==> src/hw/rtl/serial_frame_validator_unit_defines.svh <==
// ----------------------------------------------------------------------------
// Serial frame validator assertion macros
// Shared concurrent assertion forms, clocked on clk and disabled in reset.
// ----------------------------------------------------------------------------
`ifndef SERIAL_FRAME_VALIDATOR_UNIT_DEFINES_SVH
`define SERIAL_FRAME_VALIDATOR_UNIT_DEFINES_SVH

// same-cycle implication
`define SFV_ASSERT_NOW(label, ante, cons, msg) \
	label: assert property (@(posedge clk) disable iff (!arst_n) (ante) |-> (cons)) \
		else $error(msg);

// next-cycle implication
`define SFV_ASSERT_NEXT(label, ante, cons, msg) \
	label: assert property (@(posedge clk) disable iff (!arst_n) (ante) |=> (cons)) \
		else $error(msg);

`endif

==> src/hw/rtl/sfv_pkg.sv <==
// ----------------------------------------------------------------------------
// sfv_pkg
// Types, codes and constants shared by the serial frame validator.
// ----------------------------------------------------------------------------
`timescale 1ns / 1ps

package sfv_pkg;

	localparam int MAX_FRAME_BYTES = 128;
	localparam int CNT_W           = 8;
	localparam int CFG_IDX_W       = 3;
	localparam int CFG_DATA_W      = 8;
	localparam int POS_W           = 7;
	localparam int WIN_DEPTH       = 9;
	localparam int BOOT_LEN        = 10;
	localparam int ACK_LEN         = 3;

	localparam logic [7:0] BOOT_TEXT [BOOT_LEN] = '{
		8'h42, 8'h6F, 8'h6F, 8'h74, 8'h6C, 8'h6F, 8'h61, 8'h64, 8'h65, 8'h72
	};
	localparam logic [7:0] ACK_TEXT [ACK_LEN] = '{8'h41, 8'h43, 8'h4B};

	typedef enum logic [2:0] {
		ST_OK           = 3'd0,
		ST_BOOT_TEXT    = 3'd1,
		ST_ACK_TEXT     = 3'd2,
		ST_HEADER_ERR   = 3'd3,
		ST_LENGTH_ERR   = 3'd4,
		ST_CHECKSUM_ERR = 3'd5
	} status_t;

	typedef enum logic [CFG_IDX_W-1:0] {
		CFG_START0_VALUE = 3'd0,
		CFG_START1_VALUE = 3'd1,
		CFG_START0_POS   = 3'd2,
		CFG_START1_POS   = 3'd3,
		CFG_LENGTH_POS   = 3'd4,
		CFG_DATA_OFFSET  = 3'd5
	} cfg_idx_t;

	typedef struct packed {
		logic [7:0]       start0_value;
		logic [7:0]       start1_value;
		logic [POS_W-1:0] start0_pos;
		logic [POS_W-1:0] start1_pos;
		logic [POS_W-1:0] length_pos;
		logic [POS_W-1:0] data_offset;
	} cfg_regs_t;

	typedef struct packed {
		logic boot;
		logic ack;
	} text_flags_t;

endpackage

==> src/hw/rtl/sfv_if.sv <==
// ----------------------------------------------------------------------------
// sfv_in_if / sfv_out_if
// Valid/ready channels for received bytes and frame verdicts.
// ----------------------------------------------------------------------------
`timescale 1ns / 1ps

interface sfv_in_if;
	logic       valid;
	logic       ready;
	logic [7:0] data_byte;
	logic       last_byte;

	modport source (output valid, output data_byte, output last_byte, input ready);
	modport sink   (input valid, input data_byte, input last_byte, output ready);
endinterface

interface sfv_out_if;
	logic       valid;
	logic       ready;
	logic [2:0] status;
	logic [6:0] frame_length;

	modport source (output valid, output status, output frame_length, input ready);
	modport sink   (input valid, input status, input frame_length, output ready);
endinterface

==> src/hw/rtl/sfv_text_scan.sv <==
// ----------------------------------------------------------------------------
// sfv_text_scan
// Byte window and text detectors, active up to the first zero byte of a frame.
// ----------------------------------------------------------------------------
`timescale 1ns / 1ps

module sfv_text_scan (
	input  logic                 clk,
	input  logic                 arst_n,
	input  logic                 step,
	input  logic                 clear,
	input  logic [7:0]           data_byte,
	output sfv_pkg::text_flags_t found
);
	import sfv_pkg::*;

	logic [7:0]  win_q [WIN_DEPTH];
	logic        zero_q;
	text_flags_t flags_q;
	logic        boot_hit;
	logic        ack_hit;
	logic        scan_on;

	always_comb begin
		boot_hit = (data_byte == BOOT_TEXT[BOOT_LEN-1]);
		for (int k = 0; k < BOOT_LEN - 1; k++) begin
			if (win_q[WIN_DEPTH-(BOOT_LEN-1)+k] != BOOT_TEXT[k]) boot_hit = 1'b0;
		end
		ack_hit = (data_byte == ACK_TEXT[ACK_LEN-1]);
		for (int k = 0; k < ACK_LEN - 1; k++) begin
			if (win_q[WIN_DEPTH-(ACK_LEN-1)+k] != ACK_TEXT[k]) ack_hit = 1'b0;
		end
	end

	assign scan_on    = !zero_q && (data_byte != 8'd0);
	assign found.boot = flags_q.boot || (scan_on && boot_hit);
	assign found.ack  = flags_q.ack || (scan_on && ack_hit);

	always_ff @(posedge clk or negedge arst_n) begin
		if (!arst_n) begin
			for (int k = 0; k < WIN_DEPTH; k++) win_q[k] <= 8'd0;
			zero_q  <= 1'b0;
			flags_q <= '0;
		end else if (step) begin
			if (clear) begin
				for (int k = 0; k < WIN_DEPTH; k++) win_q[k] <= 8'd0;
				zero_q  <= 1'b0;
				flags_q <= '0;
			end else begin
				for (int k = 0; k < WIN_DEPTH - 1; k++) win_q[k] <= win_q[k+1];
				win_q[WIN_DEPTH-1] <= data_byte;
				zero_q  <= zero_q || (data_byte == 8'd0);
				flags_q <= found;
			end
		end
	end

endmodule

==> src/hw/rtl/serial_frame_validator_unit.sv <==
// ----------------------------------------------------------------------------
// serial_frame_validator_unit
// Checks received frames byte by byte and gives one verdict per frame.
// ----------------------------------------------------------------------------
// Usage:
//   frame_in carries one received byte per request, in arrival order, with
//   last_byte set on the final byte of a frame. verdict_out carries one
//   request per frame: status (0 ok, 1 boot text, 2 ack text, 3 header error,
//   4 length error, 5 checksum error) and frame_length, saturated at 127.
//   Bytes pass an input register, then update the frame state; on the last
//   byte the verdict is loaded into the output register. Throughput is one
//   byte per cycle unless a last byte waits in the input register for the
//   output register; the running sum, header capture and text window all
//   update in the single stage after the input register.
//   When verdict_out stalls with a verdict held, the next frame's bytes keep
//   flowing until a second last byte reaches the input register; that byte
//   then waits there and frame_in drops ready.
//   Reset clears all frame state, the registers to their defaults and both
//   channels to empty. Configure through cfg_we/cfg_index/cfg_wdata while idle.
// ----------------------------------------------------------------------------
`timescale 1ns / 1ps
`include "serial_frame_validator_unit_defines.svh"

module serial_frame_validator_unit (
	input  logic                             clk,
	input  logic                             arst_n,
	input  logic                             cfg_we,
	input  logic [sfv_pkg::CFG_IDX_W-1:0]    cfg_index,
	input  logic [sfv_pkg::CFG_DATA_W-1:0]   cfg_wdata,
	sfv_in_if.sink                           frame_in,
	sfv_out_if.source                        verdict_out
);
	import sfv_pkg::*;

	cfg_regs_t        cfg_q;

	logic             valid_s1;
	logic [7:0]       byte_s1;
	logic             last_s1;

	logic [CNT_W-1:0] cnt_q;
	logic [15:0]      sum_q;
	logic [7:0]       newer_q;
	logic [1:0]       hb_q;
	logic [7:0]       lb_q;

	logic             out_valid_q;
	status_t          status_q;
	logic [6:0]       flen_q;

	logic             out_free;
	logic             fire_s1;
	text_flags_t      text;
	logic [CNT_W-1:0] len_nxt;
	logic [1:0]       hb_nxt;
	logic [7:0]       lb_nxt;
	logic [7:0]       lb_eff;
	logic             h0;
	logic             h1;
	logic [15:0]      calc;
	logic [15:0]      got;
	status_t          status_nxt;
	logic [6:0]       flen_nxt;

	// configuration
	always_ff @(posedge clk or negedge arst_n) begin
		if (!arst_n) begin
			cfg_q.start0_value <= 8'd0;
			cfg_q.start1_value <= 8'd0;
			cfg_q.start0_pos   <= 7'd0;
			cfg_q.start1_pos   <= 7'd1;
			cfg_q.length_pos   <= 7'd2;
			cfg_q.data_offset  <= 7'd4;
		end else if (cfg_we) begin
			case (cfg_idx_t'(cfg_index))
				CFG_START0_VALUE: cfg_q.start0_value <= cfg_wdata;
				CFG_START1_VALUE: cfg_q.start1_value <= cfg_wdata;
				CFG_START0_POS:   cfg_q.start0_pos   <= cfg_wdata[POS_W-1:0];
				CFG_START1_POS:   cfg_q.start1_pos   <= cfg_wdata[POS_W-1:0];
				CFG_LENGTH_POS:   cfg_q.length_pos   <= cfg_wdata[POS_W-1:0];
				CFG_DATA_OFFSET:  cfg_q.data_offset  <= cfg_wdata[POS_W-1:0];
				default: ;
			endcase
		end
	end

	// handshake: a last byte in s1 waits for a free output register
	assign out_free       = !out_valid_q || verdict_out.ready;
	assign fire_s1        = valid_s1 && (!last_s1 || out_free);
	assign frame_in.ready = !valid_s1 || fire_s1;

	always_ff @(posedge clk or negedge arst_n) begin
		if (!arst_n) begin
			valid_s1 <= 1'b0;
		end else if (frame_in.ready) begin
			valid_s1 <= frame_in.valid;
		end
	end

	always_ff @(posedge clk) begin
		if (frame_in.valid && frame_in.ready) begin
			byte_s1 <= frame_in.data_byte;
			last_s1 <= frame_in.last_byte;
		end
	end

	sfv_text_scan u_text_scan (
		.clk       (clk),
		.arst_n    (arst_n),
		.step      (fire_s1),
		.clear     (last_s1),
		.data_byte (byte_s1),
		.found     (text)
	);

	// frame state after this byte
	always_comb begin
		len_nxt = (cnt_q == {CNT_W{1'b1}}) ? cnt_q : cnt_q + 1'b1;
		hb_nxt  = hb_q;
		if (cnt_q == {1'b0, cfg_q.start0_pos} && byte_s1 == cfg_q.start0_value) hb_nxt[0] = 1'b1;
		if (cnt_q == {1'b0, cfg_q.start1_pos} && byte_s1 == cfg_q.start1_value) hb_nxt[1] = 1'b1;
		lb_nxt = (cnt_q == {1'b0, cfg_q.length_pos}) ? byte_s1 : lb_q;
	end

	// verdict; the trailing word is {this byte, previous byte}
	always_comb begin
		h0     = ({1'b0, cfg_q.start0_pos} < len_nxt) ? hb_nxt[0] : (cfg_q.start0_value == 8'd0);
		h1     = ({1'b0, cfg_q.start1_pos} < len_nxt) ? hb_nxt[1] : (cfg_q.start1_value == 8'd0);
		lb_eff = ({1'b0, cfg_q.length_pos} < len_nxt) ? lb_nxt : 8'd0;
		calc   = ~(sum_q - {8'd0, newer_q});
		got    = {byte_s1, newer_q};
		if ({1'b0, len_nxt} >= (CNT_W + 1)'(MAX_FRAME_BYTES)) begin
			status_nxt = ST_LENGTH_ERR;
		end else if (text.boot) begin
			status_nxt = ST_BOOT_TEXT;
		end else if (text.ack) begin
			status_nxt = ST_ACK_TEXT;
		end else if (!h0 || !h1) begin
			status_nxt = ST_HEADER_ERR;
		end else if (({1'b0, lb_eff} + 9'd2 != {1'b0, len_nxt}) ||
				(len_nxt <= {1'b0, cfg_q.data_offset})) begin
			status_nxt = ST_LENGTH_ERR;
		end else if (got != calc) begin
			status_nxt = ST_CHECKSUM_ERR;
		end else begin
			status_nxt = ST_OK;
		end
		flen_nxt = (len_nxt > 8'd127) ? 7'd127 : len_nxt[6:0];
	end

	always_ff @(posedge clk or negedge arst_n) begin
		if (!arst_n) begin
			cnt_q   <= '0;
			sum_q   <= 16'd0;
			newer_q <= 8'd0;
			hb_q    <= 2'b00;
			lb_q    <= 8'd0;
		end else if (fire_s1) begin
			if (last_s1) begin
				cnt_q   <= '0;
				sum_q   <= 16'd0;
				newer_q <= 8'd0;
				hb_q    <= 2'b00;
				lb_q    <= 8'd0;
			end else begin
				cnt_q   <= len_nxt;
				sum_q   <= sum_q + {8'd0, byte_s1};
				newer_q <= byte_s1;
				hb_q    <= hb_nxt;
				lb_q    <= lb_nxt;
			end
		end
	end

	// result register
	always_ff @(posedge clk or negedge arst_n) begin
		if (!arst_n) begin
			out_valid_q <= 1'b0;
		end else if (fire_s1 && last_s1) begin
			out_valid_q <= 1'b1;
		end else if (verdict_out.ready) begin
			out_valid_q <= 1'b0;
		end
	end

	always_ff @(posedge clk) begin
		if (fire_s1 && last_s1) begin
			status_q <= status_nxt;
			flen_q   <= flen_nxt;
		end
	end

	assign verdict_out.valid        = out_valid_q;
	assign verdict_out.status       = status_q;
	assign verdict_out.frame_length = flen_q;

	`SFV_ASSERT_NEXT(a_verdict_loads, fire_s1 && last_s1, out_valid_q, "verdict not loaded after last byte")
	`SFV_ASSERT_NEXT(a_frame_cleared, fire_s1 && last_s1, cnt_q == '0, "frame state not cleared after verdict")
	`SFV_ASSERT_NOW(a_status_range, out_valid_q, status_q <= ST_CHECKSUM_ERR, "status code out of range")
	`SFV_ASSERT_NOW(a_hold_on_stall, valid_s1 && last_s1 && out_valid_q && !verdict_out.ready, !frame_in.ready, "byte taken while verdict blocked")

endmodule

==> src/flat_wrapper.sv <==
// flat-port wrapper written by rule: the top's interface ports become plain ports
module serial_frame_validator_unit_flat import sfv_pkg::*;
  (clk, arst_n, cfg_we, cfg_index, cfg_wdata, frame_in_valid, frame_in_data_byte, frame_in_last_byte, frame_in_ready, verdict_out_valid, verdict_out_status, verdict_out_frame_length, verdict_out_ready);
  sfv_in_if frame_in_i ();
  sfv_out_if verdict_out_i ();
  input  logic clk;
  input  logic arst_n;
  input  logic cfg_we;
  input  logic [sfv_pkg::CFG_IDX_W-1:0] cfg_index;
  input  logic [sfv_pkg::CFG_DATA_W-1:0] cfg_wdata;
  input wire logic [$bits(frame_in_i.valid)-1:0] frame_in_valid;
  input wire logic [$bits(frame_in_i.data_byte)-1:0] frame_in_data_byte;
  input wire logic [$bits(frame_in_i.last_byte)-1:0] frame_in_last_byte;
  output wire logic [$bits(frame_in_i.ready)-1:0] frame_in_ready;
  output wire logic [$bits(verdict_out_i.valid)-1:0] verdict_out_valid;
  output wire logic [$bits(verdict_out_i.status)-1:0] verdict_out_status;
  output wire logic [$bits(verdict_out_i.frame_length)-1:0] verdict_out_frame_length;
  input wire logic [$bits(verdict_out_i.ready)-1:0] verdict_out_ready;
  assign frame_in_i.valid = frame_in_valid;
  assign frame_in_i.data_byte = frame_in_data_byte;
  assign frame_in_i.last_byte = frame_in_last_byte;
  assign frame_in_ready = frame_in_i.ready;
  assign verdict_out_valid = verdict_out_i.valid;
  assign verdict_out_status = verdict_out_i.status;
  assign verdict_out_frame_length = verdict_out_i.frame_length;
  assign verdict_out_i.ready = verdict_out_ready;
  serial_frame_validator_unit u_core (.clk(clk), .arst_n(arst_n), .cfg_we(cfg_we), .cfg_index(cfg_index), .cfg_wdata(cfg_wdata), .frame_in(frame_in_i), .verdict_out(verdict_out_i));
endmodule
==> config.mk <==
export PLATFORM = sky130hd
export DESIGN_NAME = serial_frame_validator_unit_flat
export DESIGN_NICKNAME = d
export VERILOG_FILES = /design/src/hw/rtl/sfv_pkg.sv /design/src/hw/rtl/sfv_if.sv /design/src/hw/rtl/sfv_text_scan.sv /design/src/hw/rtl/serial_frame_validator_unit.sv /design/src/flat_wrapper.sv
export VERILOG_INCLUDE_DIRS = /design/src /design/src/hw/rtl
export SDC_FILE = /design/constraint.sdc
export NUM_CORES = 1
export LEC_CHECK = 0
export BUFFER_PORTS_ARGS = -buffer_cell sky130_fd_sc_hd__buf_2
export CAP_MARGIN = 20
export CORE_MARGIN = 4
export CORE_UTILIZATION = 30
export CTS_CLUSTER_DIAMETER = 60
export CTS_CLUSTER_SIZE = 12
export DETAILED_ROUTE_END_ITERATION = 10
export PLACE_DENSITY = 0.51
export SYNTH_ARGS = -nofsm -noshare
export SYNTH_HDL_FRONTEND = slang
export SYNTH_HIERARCHICAL = 1
export SYNTH_SLANG_ARGS = --single-unit
export TNS_END_PERCENT = 50
==> constraint.sdc <==
create_clock -name clk -period 4.85 [get_ports clk]
set_input_delay 0.97 -clock clk [delete_from_list [all_inputs] [get_ports clk]]
set_output_delay 0.97 -clock clk [all_outputs]
set_load 0.005 [all_outputs]
## Word-level counts from Yosys, hierarchy flattened

Index checks and enable logic that the tools add are counted.
W data, S select, Z words.

- Word-level logic and storage cells: 135
- Bits in registers: 182
- Output and inout bits: 12

- $add $sub $neg: 4
- Reductions and logical operators: 35
- Magnitude comparators: 6
- Multiplexer cells: 33
- Eq/ne operators: 26
- Bitwise operators: 1

Operator list:

| operator | count |
|---|---|
| $ne A8 B7 Y1 const B | 11 |
| $mux W72 | 1 |
| $mux W8 | 6 |
| $eq A8 B7 Y1 | 3 |
| $logic_not A8 Y1 | 3 |
| $lt A7 B8 Y1 | 3 |
| $mux W1 | 18 |
| $add A16 B8 Y16 | 1 |
| $eq A8 B7 Y1 const B | 2 |
| $eq A8 B8 Y1 | 2 |
| $mux W16 | 1 |
| $ne A16 B16 Y1 | 1 |
| $not A16 Y16 | 1 |
| $sub A16 B8 Y16 | 1 |
| $mux W3 | 5 |
| $reduce_and A2 Y1 | 6 |
| $add A8 B2 Y9 const B | 1 |
| $ne A9 B8 Y1 | 1 |
| $add A8 B1 Y8 const B | 1 |
| $eq A8 B8 Y1 const B | 1 |
| $ge A8 B8 Y1 const B | 1 |
| $gt A8 B7 Y1 const B | 1 |
| $le A8 B7 Y1 | 1 |
| $logic_and A1 B1 Y1 | 8 |
| 10 further kinds | 25 |

## Longest topological paths before layout

- Word-level depth: 13
- Mapped depth: 21
- Depth with buffers taken out: 20

## By module

Netlist, hierarchy kept.

Modules (own cells, without submodules):

| module | cells each | times used | area an instance (sq um) |
|---|---|---|---|
| serial_frame_validator_unit | 702 | 1 | 7019.2 |
| sfv_text_scan | 362 | 1 | 3477.1 |

## Least setup slack after synthesis

No wires, ideal clock.

- Path kind: reg-to-reg
- Start point: reg u_core.cnt_q[0]
- End point: reg u_core.status_q[0], in the netlist u_core/verdict_out.status[0], data pin
- Path slack: 0.177 ns
- Required time: 4.670 ns
- Data arrival time: 4.493 ns
- Stages on the path, launching flop included: 20
- Clock period less this slack: 4.673 ns
- Cells stage by stage: dfrtp_1 > ha_1 > nand3_1 > nor2_1 > mux2i_1 > ha_1 > nor4_1 > a21oi_1 > a41oi_4 > inv_1 > a21oi_1 > ha_1 > nand3_1 > xnor2_1 > mux2i_1 > nand2_1 > a211oi_1 > a21oi_1 > or4_4 > o41ai_2

- Word-level cells in the longest chain between the ends: 11
- Elaborated cells between the ends (all ways): 29

Ends and longest elaborated chain:

| item | RTL line | RTL |
|---|---|---|
| start, declared | serial_frame_validator_unit.sv:41 | `logic [CNT_W-1:0] cnt_q;` |
| start signal, assigned | serial_frame_validator_unit.sv:166 | `cnt_q <= len_nxt;` |
| $add A8 B1 Y8 / $eq A8 B8 Y1 (equally long branches) | serial_frame_validator_unit.sv:118 | `len_nxt = (cnt_q == {CNT_W{1'b1}}) ? cnt_q : cnt_q + 1'b1;` |
| $mux W8 | serial_frame_validator_unit.sv:118 |  |
| $lt A7 B8 Y1 | serial_frame_validator_unit.sv:129 | `lb_eff = ({1'b0, cfg_q.length_pos} < len_nxt) ? lb_nxt : 8'd0;` |
| $mux W8 | serial_frame_validator_unit.sv:129 |  |
| $add A8 B2 Y9 | serial_frame_validator_unit.sv:140 | `end else if (({1'b0, lb_eff} + 9'd2 != {1'b0, len_nxt}) \|\|` |
| $ne A9 B8 Y1 | serial_frame_validator_unit.sv:140 |  |
| $logic_or A1 B1 Y1 | serial_frame_validator_unit.sv:140 |  |
| $mux W3 | serial_frame_validator_unit.sv:140 |  |
| $mux W3 | serial_frame_validator_unit.sv:138 | `end else if (!h0 \|\| !h1) begin` |
| $mux W3 | serial_frame_validator_unit.sv:136 | `end else if (text.ack) begin` |
| $mux W3 | serial_frame_validator_unit.sv:134 | `end else if (text.boot) begin` |
| end signal, assigned | serial_frame_validator_unit.sv:188 | `status_q <= status_nxt;` |
| end, declared | serial_frame_validator_unit.sv:48 | `status_t status_q;` |

Several ways; a longest one is shown, not always the timed one.
A chain may end at the register's enable or synchronous reset.

## Worst setup path after layout

- Start point: reg u_core.cnt_q[0]
- End point: reg u_core.status_q[0], in the netlist u_core/verdict_out.status[0], data pin

- Word-level cells in the longest chain between the ends: 11
- Elaborated cells between the ends (all ways): 29

Ends and longest elaborated chain:

| item | RTL line | RTL |
|---|---|---|
| $add A8 B1 Y8 / $eq A8 B8 Y1 (equally long branches) | serial_frame_validator_unit.sv:118 |  |
| $mux W8 (*) | serial_frame_validator_unit.sv:118 |  |
| net u_core.len_nxt[3] | serial_frame_validator_unit.sv:54 | `logic [CNT_W-1:0] len_nxt;` |
| $lt A7 B8 Y1 | serial_frame_validator_unit.sv:129 |  |
| $mux W8 | serial_frame_validator_unit.sv:129 |  |
| $add A8 B2 Y9 | serial_frame_validator_unit.sv:140 |  |
| $ne A9 B8 Y1 | serial_frame_validator_unit.sv:140 |  |
| $logic_or A1 B1 Y1 | serial_frame_validator_unit.sv:140 |  |
| $mux W3 | serial_frame_validator_unit.sv:140 |  |
| $mux W3 | serial_frame_validator_unit.sv:138 |  |
| $mux W3 | serial_frame_validator_unit.sv:136 |  |
| $mux W3 | serial_frame_validator_unit.sv:134 |  |

Mark *: on every way through the listed nets, which the timed path passes. The rest lies on a longest branch.

==> metrics.txt <==
# TYPE chip_impl_metric gauge
chip_impl_info{name="status",value="completed"} 1
chip_impl_info{name="critPathSlowestCell",value="sky130_fd_sc_hd__or4_4"} 1
chip_impl_metric{name="worstPathArrival",unit="ns"} 4.70
chip_impl_metric{name="mean_post_synth_cell_area",unit="sq um"} 9.86
chip_impl_metric{name="netSwitchingFraction",unit="%"} 33.8
chip_impl_metric{name="row_count",unit=""} 68
chip_impl_metric{name="numPortBuffers",unit=""} 36
chip_impl_metric{name="routabilityCongestion",unit=""} 0.835
chip_impl_metric{name="power.density_cell_area",unit="nW/um^2"} 399
chip_impl_metric{name="die-width",unit="um"} 195
chip_impl_info{name="synth_ff_type",value="sky130_fd_sc_hd__dfrtp_1"} 1
chip_impl_metric{name="layout_min_cycle_time",unit="ns"} 4.45
chip_impl_metric{name="detailedRoute.firstIterationViolations",unit=""} 555
chip_impl_metric{name="synth-seq-cells",unit=""} 182
chip_impl_metric{name="starting_density_of_the_core",unit="%"} 30.4
chip_impl_metric{name="remaining_drc_errors",unit=""} 0
chip_impl_info{name="clock_tree.root_cell",value="sky130_fd_sc_hd__clkbuf_16"} 1
chip_impl_metric{name="vias",unit=""} 7943
chip_impl_metric{name="required",unit="ns"} 5.10
chip_impl_metric{name="floorplan.die.height",unit="um"} 195
chip_impl_metric{name="ir_drop",unit="uV"} 279
chip_impl_metric{name="vias_per_cell",unit=""} 5.10
chip_impl_metric{name="pwr-share-comb",unit="%"} 27.7
chip_impl_metric{name="p_leak",unit="nW"} 4.95
chip_impl_metric{name="max_stage_delay",unit="ns"} 0.54
chip_impl_metric{name="edff_count_synth",unit=""} 19
chip_impl_metric{name="coreArea",unit="sq um"} 34500
chip_impl_metric{name="clk_transition_reported_paths",unit="ns"} 0.08
chip_impl_info{name="synth_area_leaders",value="sky130_fd_sc_hd__dfrtp_1 (38%), sky130_fd_sc_hd__nand3b_1 (5.9%), sky130_fd_sc_hd__edfxtp_1 (5.4%)"} 1
chip_impl_metric{name="grt_overflow_total",unit=""} 0
chip_impl_info{name="clock_tree_from_tritoncts",value="built"} 1
chip_impl_metric{name="grt_max_degree",unit=""} 94
chip_impl_metric{name="clock.fmax",unit="GHz"} 0.225
chip_impl_metric{name="yosysTopAreaCellShare",unit="%"} 38.1
chip_impl_metric{name="timing.hold.ws",unit="ns"} 0.478
chip_impl_metric{name="grt_pass1_vias",unit=""} 7816
chip_impl_metric{name="drt-total-wl",unit="mm"} 27.7
chip_impl_info{name="synth.cells.most_frequent",value="sky130_fd_sc_hd__dfrtp_1 (160), sky130_fd_sc_hd__inv_1 (108), sky130_fd_sc_hd__nand3b_1 (83)"} 1
chip_impl_metric{name="post-route-util",unit="%"} 34.3
chip_impl_metric{name="cts_inserted_buffers",unit=""} 17
chip_impl_metric{name="clock_tree.buffer_depth",unit=""} 2
chip_impl_metric{name="antenna_left",unit=""} 0
chip_impl_metric{name="floorplan.io_pins",unit=""} 37
chip_impl_metric{name="yosysSeqAreaShare",unit="%"} 44.3
chip_impl_metric{name="design.die.area",unit="sq um"} 38000
chip_impl_metric{name="max_cap_violations",unit=""} 0
chip_impl_metric{name="track_usage",unit="%"} 14.4
chip_impl_info{name="rsz_0062_raised_after_global_routing",value="false"} 1
chip_impl_metric{name="critPathMaxFanout",unit=""} 6
chip_impl_metric{name="dpl.hpwl",unit="mm"} 19.3
chip_impl_metric{name="grt_first_pass_wirelength",unit="mm"} 44.1
chip_impl_metric{name="routed_wire_length_per_instance",unit="um"} 17.8
chip_impl_metric{name="clk-insertion-delay-late",unit="ns"} 0.43
chip_impl_metric{name="crit_buf_inv",unit=""} 2
chip_impl_metric{name="max_slew.worst_pin.slew",unit="ns"} 1.01
chip_impl_metric{name="sw_power",unit="W"} 0.00160
chip_impl_metric{name="cts.htree.levels",unit=""} 4
chip_impl_metric{name="finalSetupTns",unit="ns"} 0
chip_impl_metric{name="drt-pass1-iter-count",unit=""} 5
chip_impl_metric{name="syn2layout_area_growth",unit="%"} 12.9
chip_impl_metric{name="synthesized_instance_count",unit=""} 1064
chip_impl_info{name="endpoint_kind",value="flip-flop"} 1
chip_impl_metric{name="post_syn_area",unit="sq um"} 10500
chip_impl_metric{name="power.clock.fraction",unit="%"} 31.7
chip_impl_metric{name="antenna_found_initial",unit=""} 0
chip_impl_info{name="critPathLaunchType",value="flip-flop"} 1
chip_impl_info{name="cp_top_family",value="simple AND/OR/NAND/NOR gates"} 1
chip_impl_metric{name="post_synth_num_cell_types",unit=""} 83
chip_impl_metric{name="skew",unit="ns"} 0.0139
chip_impl_metric{name="power_frac_seq",unit="%"} 40.6
chip_impl_metric{name="design.final.nets",unit=""} 1148
chip_impl_metric{name="antenna_cells",unit=""} 0
chip_impl_metric{name="timing.final.crit_share",unit="%"} 91.8
chip_impl_info{name="post-synth-top-count-cell",value="sky130_fd_sc_hd__dfrtp_1"} 1
chip_impl_metric{name="synth.net_count",unit=""} 1124
chip_impl_metric{name="timing.final.hold_violations",unit=""} 0
chip_impl_metric{name="clock_sink_count",unit=""} 182
chip_impl_metric{name="async_reset_ff_share",unit="%"} 89.6
chip_impl_metric{name="tightest_slew_margin_relative_to_the_limit",unit="%"} 32.9
chip_impl_metric{name="report.final.setup_viol",unit=""} 0
chip_impl_metric{name="slew_viol_final",unit=""} 0
chip_impl_info{name="worst_hold_path_type",value="flip-flop to flip-flop"} 1
chip_impl_metric{name="drive_gt1_share",unit="%"} 15.6
chip_impl_info{name="worstPathCellList",value="ha_1 -> and3_4 -> nand2_1 -> a21oi_1 -> inv_1 -> ha_1 -> nor4_2 -> a211oi_2 -> a41oi_4 -> inv_1 -> a21oi_1 -> ha_1 -> nand3_1 -> xnor2_1 -> mux2i_1 -> nand2_1 -> a211oi_1 -> a21oi_1 -> or4_4 -> o41ai_2"} 1
chip_impl_metric{name="ys.warnings.count",unit=""} 6
chip_impl_info{name="critical_path_class",value="flip-flop to flip-flop"} 1
chip_impl_metric{name="intPower",unit="W"} 0.00313
chip_impl_info{name="post-synth-top-area-cell",value="sky130_fd_sc_hd__dfrtp_1"} 1
## state kept, by name, indices dropped and copies added (netlist names), 3 cells and up
name                             cells
u_core/byte_s1                       8
u_core/cfg_q                        44
u_core/cnt_q                         8
u_core/lb_q                          8
u_core/newer_q                       8
u_core/sum_q                        16
u_core/u_text_scan/win_q            72
u_core/verdict_out.frame_length      7
u_core/verdict_out.status            3
## per-stage QoR
| step | setup WS [ns] | cell area (sq um) | cells | total power [W] |
|---|---|---|---|---|
| after global routing | 0.0140 | 11800 | 1556 | 0.00501 |
| after CTS | 0.354 | 11800 | 1555 | 0.00477 |
| final | 0.400 | 11800 | 1556 | 0.00473 |
| after detailed placement | 0.400 | 11200 | 1523 | 0.00325 |
| after global placement | 0.429 | 11200 | 1523 | 0.00324 |
| after floorplan | 0.177 | 10500 | 1064 | 0.00286 |
## layout by cell type (no fill, tap or decap), types with 18 or more instances in the layout
master	instances
sky130_fd_sc_hd__a21oi_1	28
sky130_fd_sc_hd__buf_2	35
sky130_fd_sc_hd__buf_4	25
sky130_fd_sc_hd__clkbuf_16	18
sky130_fd_sc_hd__dfrtp_1	159
sky130_fd_sc_hd__edfxtp_1	19
sky130_fd_sc_hd__ha_1	34
sky130_fd_sc_hd__inv_1	107
sky130_fd_sc_hd__mux2_2	45
sky130_fd_sc_hd__nand2_1	59
sky130_fd_sc_hd__nand3b_1	83
sky130_fd_sc_hd__nand4_1	21
sky130_fd_sc_hd__nor2_1	37
sky130_fd_sc_hd__nor3_1	19
sky130_fd_sc_hd__o21ai_0	55
sky130_fd_sc_hd__o21ai_1	65
sky130_fd_sc_hd__xnor2_1	50
sky130_fd_sc_hd__xor2_1	28
## layout make-up
cell class	instances	area [sq um]
Clock buffer	22	495
Clock inverter	10	131
Fill cell	3604	22700
Inverter	108	408
Multi-Input combinational cell	716	5190
Sequential cell	182	4650
Tap cell	455	569
Timing Repair Buffer	63	399
## repair_timing
| item | CTS | global route |
|---|---|---|
| setup endpoints to repair | 0 | 2 |
| gates resized for setup | 0 | 3 |
| hold endpoints to repair | 0 | 0 |
| buffers inserted | 0 | 0 |
| hold buffers | 0 | 0 |
## routing by layer
metal / GRT usage, % / up-vias / share of wire [%]
met3: 2.28 / 26 / 2.8
met4: 3.72 / 0 / 1.6
met5: 0 / - / 0
li1: - / 3824 / -
met2: 22.5 / 114 / 45
met1: 21.0 / 3979 / 50
## worst min-delay path: stages (launching register included)
cell and delay, ns:
sky130_fd_sc_hd__dfrtp_1 0.35, sky130_fd_sc_hd__nand2_1 0.05, sky130_fd_sc_hd__nand2_1 0.05
## power by group through the flow
| stage | logic, W | registers [W] | clock network [W] |
|---|---|---|---|
| 2_1_floorplan | 0.00101 | 0.00185 | 0 |
| 3_3_place_gp | 0.00129 | 0.00194 | 0 |
| 3_5_place_dp | 0.00131 | 0.00195 | 0 |
| 4_1_cts | 0.00131 | 0.00192 | 0.00153 |
| 5_1_grt | 0.00147 | 0.00194 | 0.00159 |
| 6_report | 0.00131 | 0.00192 | 0.00150 |
## path summary, 6_finish.rpt
| kind | start | end | slack, ns | cells after the start |
|---|---|---|---|---|
| max | u_core/cnt_q[0] | u_core/verdict_out.status[0] | 0.40 | 20 |
| min | u_core/newer_q[0] | u_core/newer_q[0] | 0.48 | 2 |
| max reg2reg | u_core/cnt_q[0] | u_core/verdict_out.status[0] | 0.40 | 20 |
| min reg2reg | u_core/newer_q[0] | u_core/newer_q[0] | 0.48 | 2 |
| max in group asynchronous | arst_n | u_core/cfg_q[14] | 3.20 | 2 |
| min in group asynchronous | arst_n | u_core/u_text_scan/win_q[41] | 0.59 | 1 |
## kinds of logic (layout without fill, tap and decap cells)
group,Yosys count,after routing,synth area share [%]
and+or+nand+nor,312,312,18.1
AOI/OAI and AO/OA,231,231,13.9
DFF,182,182,44.3
buffers and inverters,166,203,6.43
xor gates and xnor gates,78,78,6.51
muxes,60,60,6.41
adders and majority gates,35,35,4.24
(Power assumes the default switching activity.)
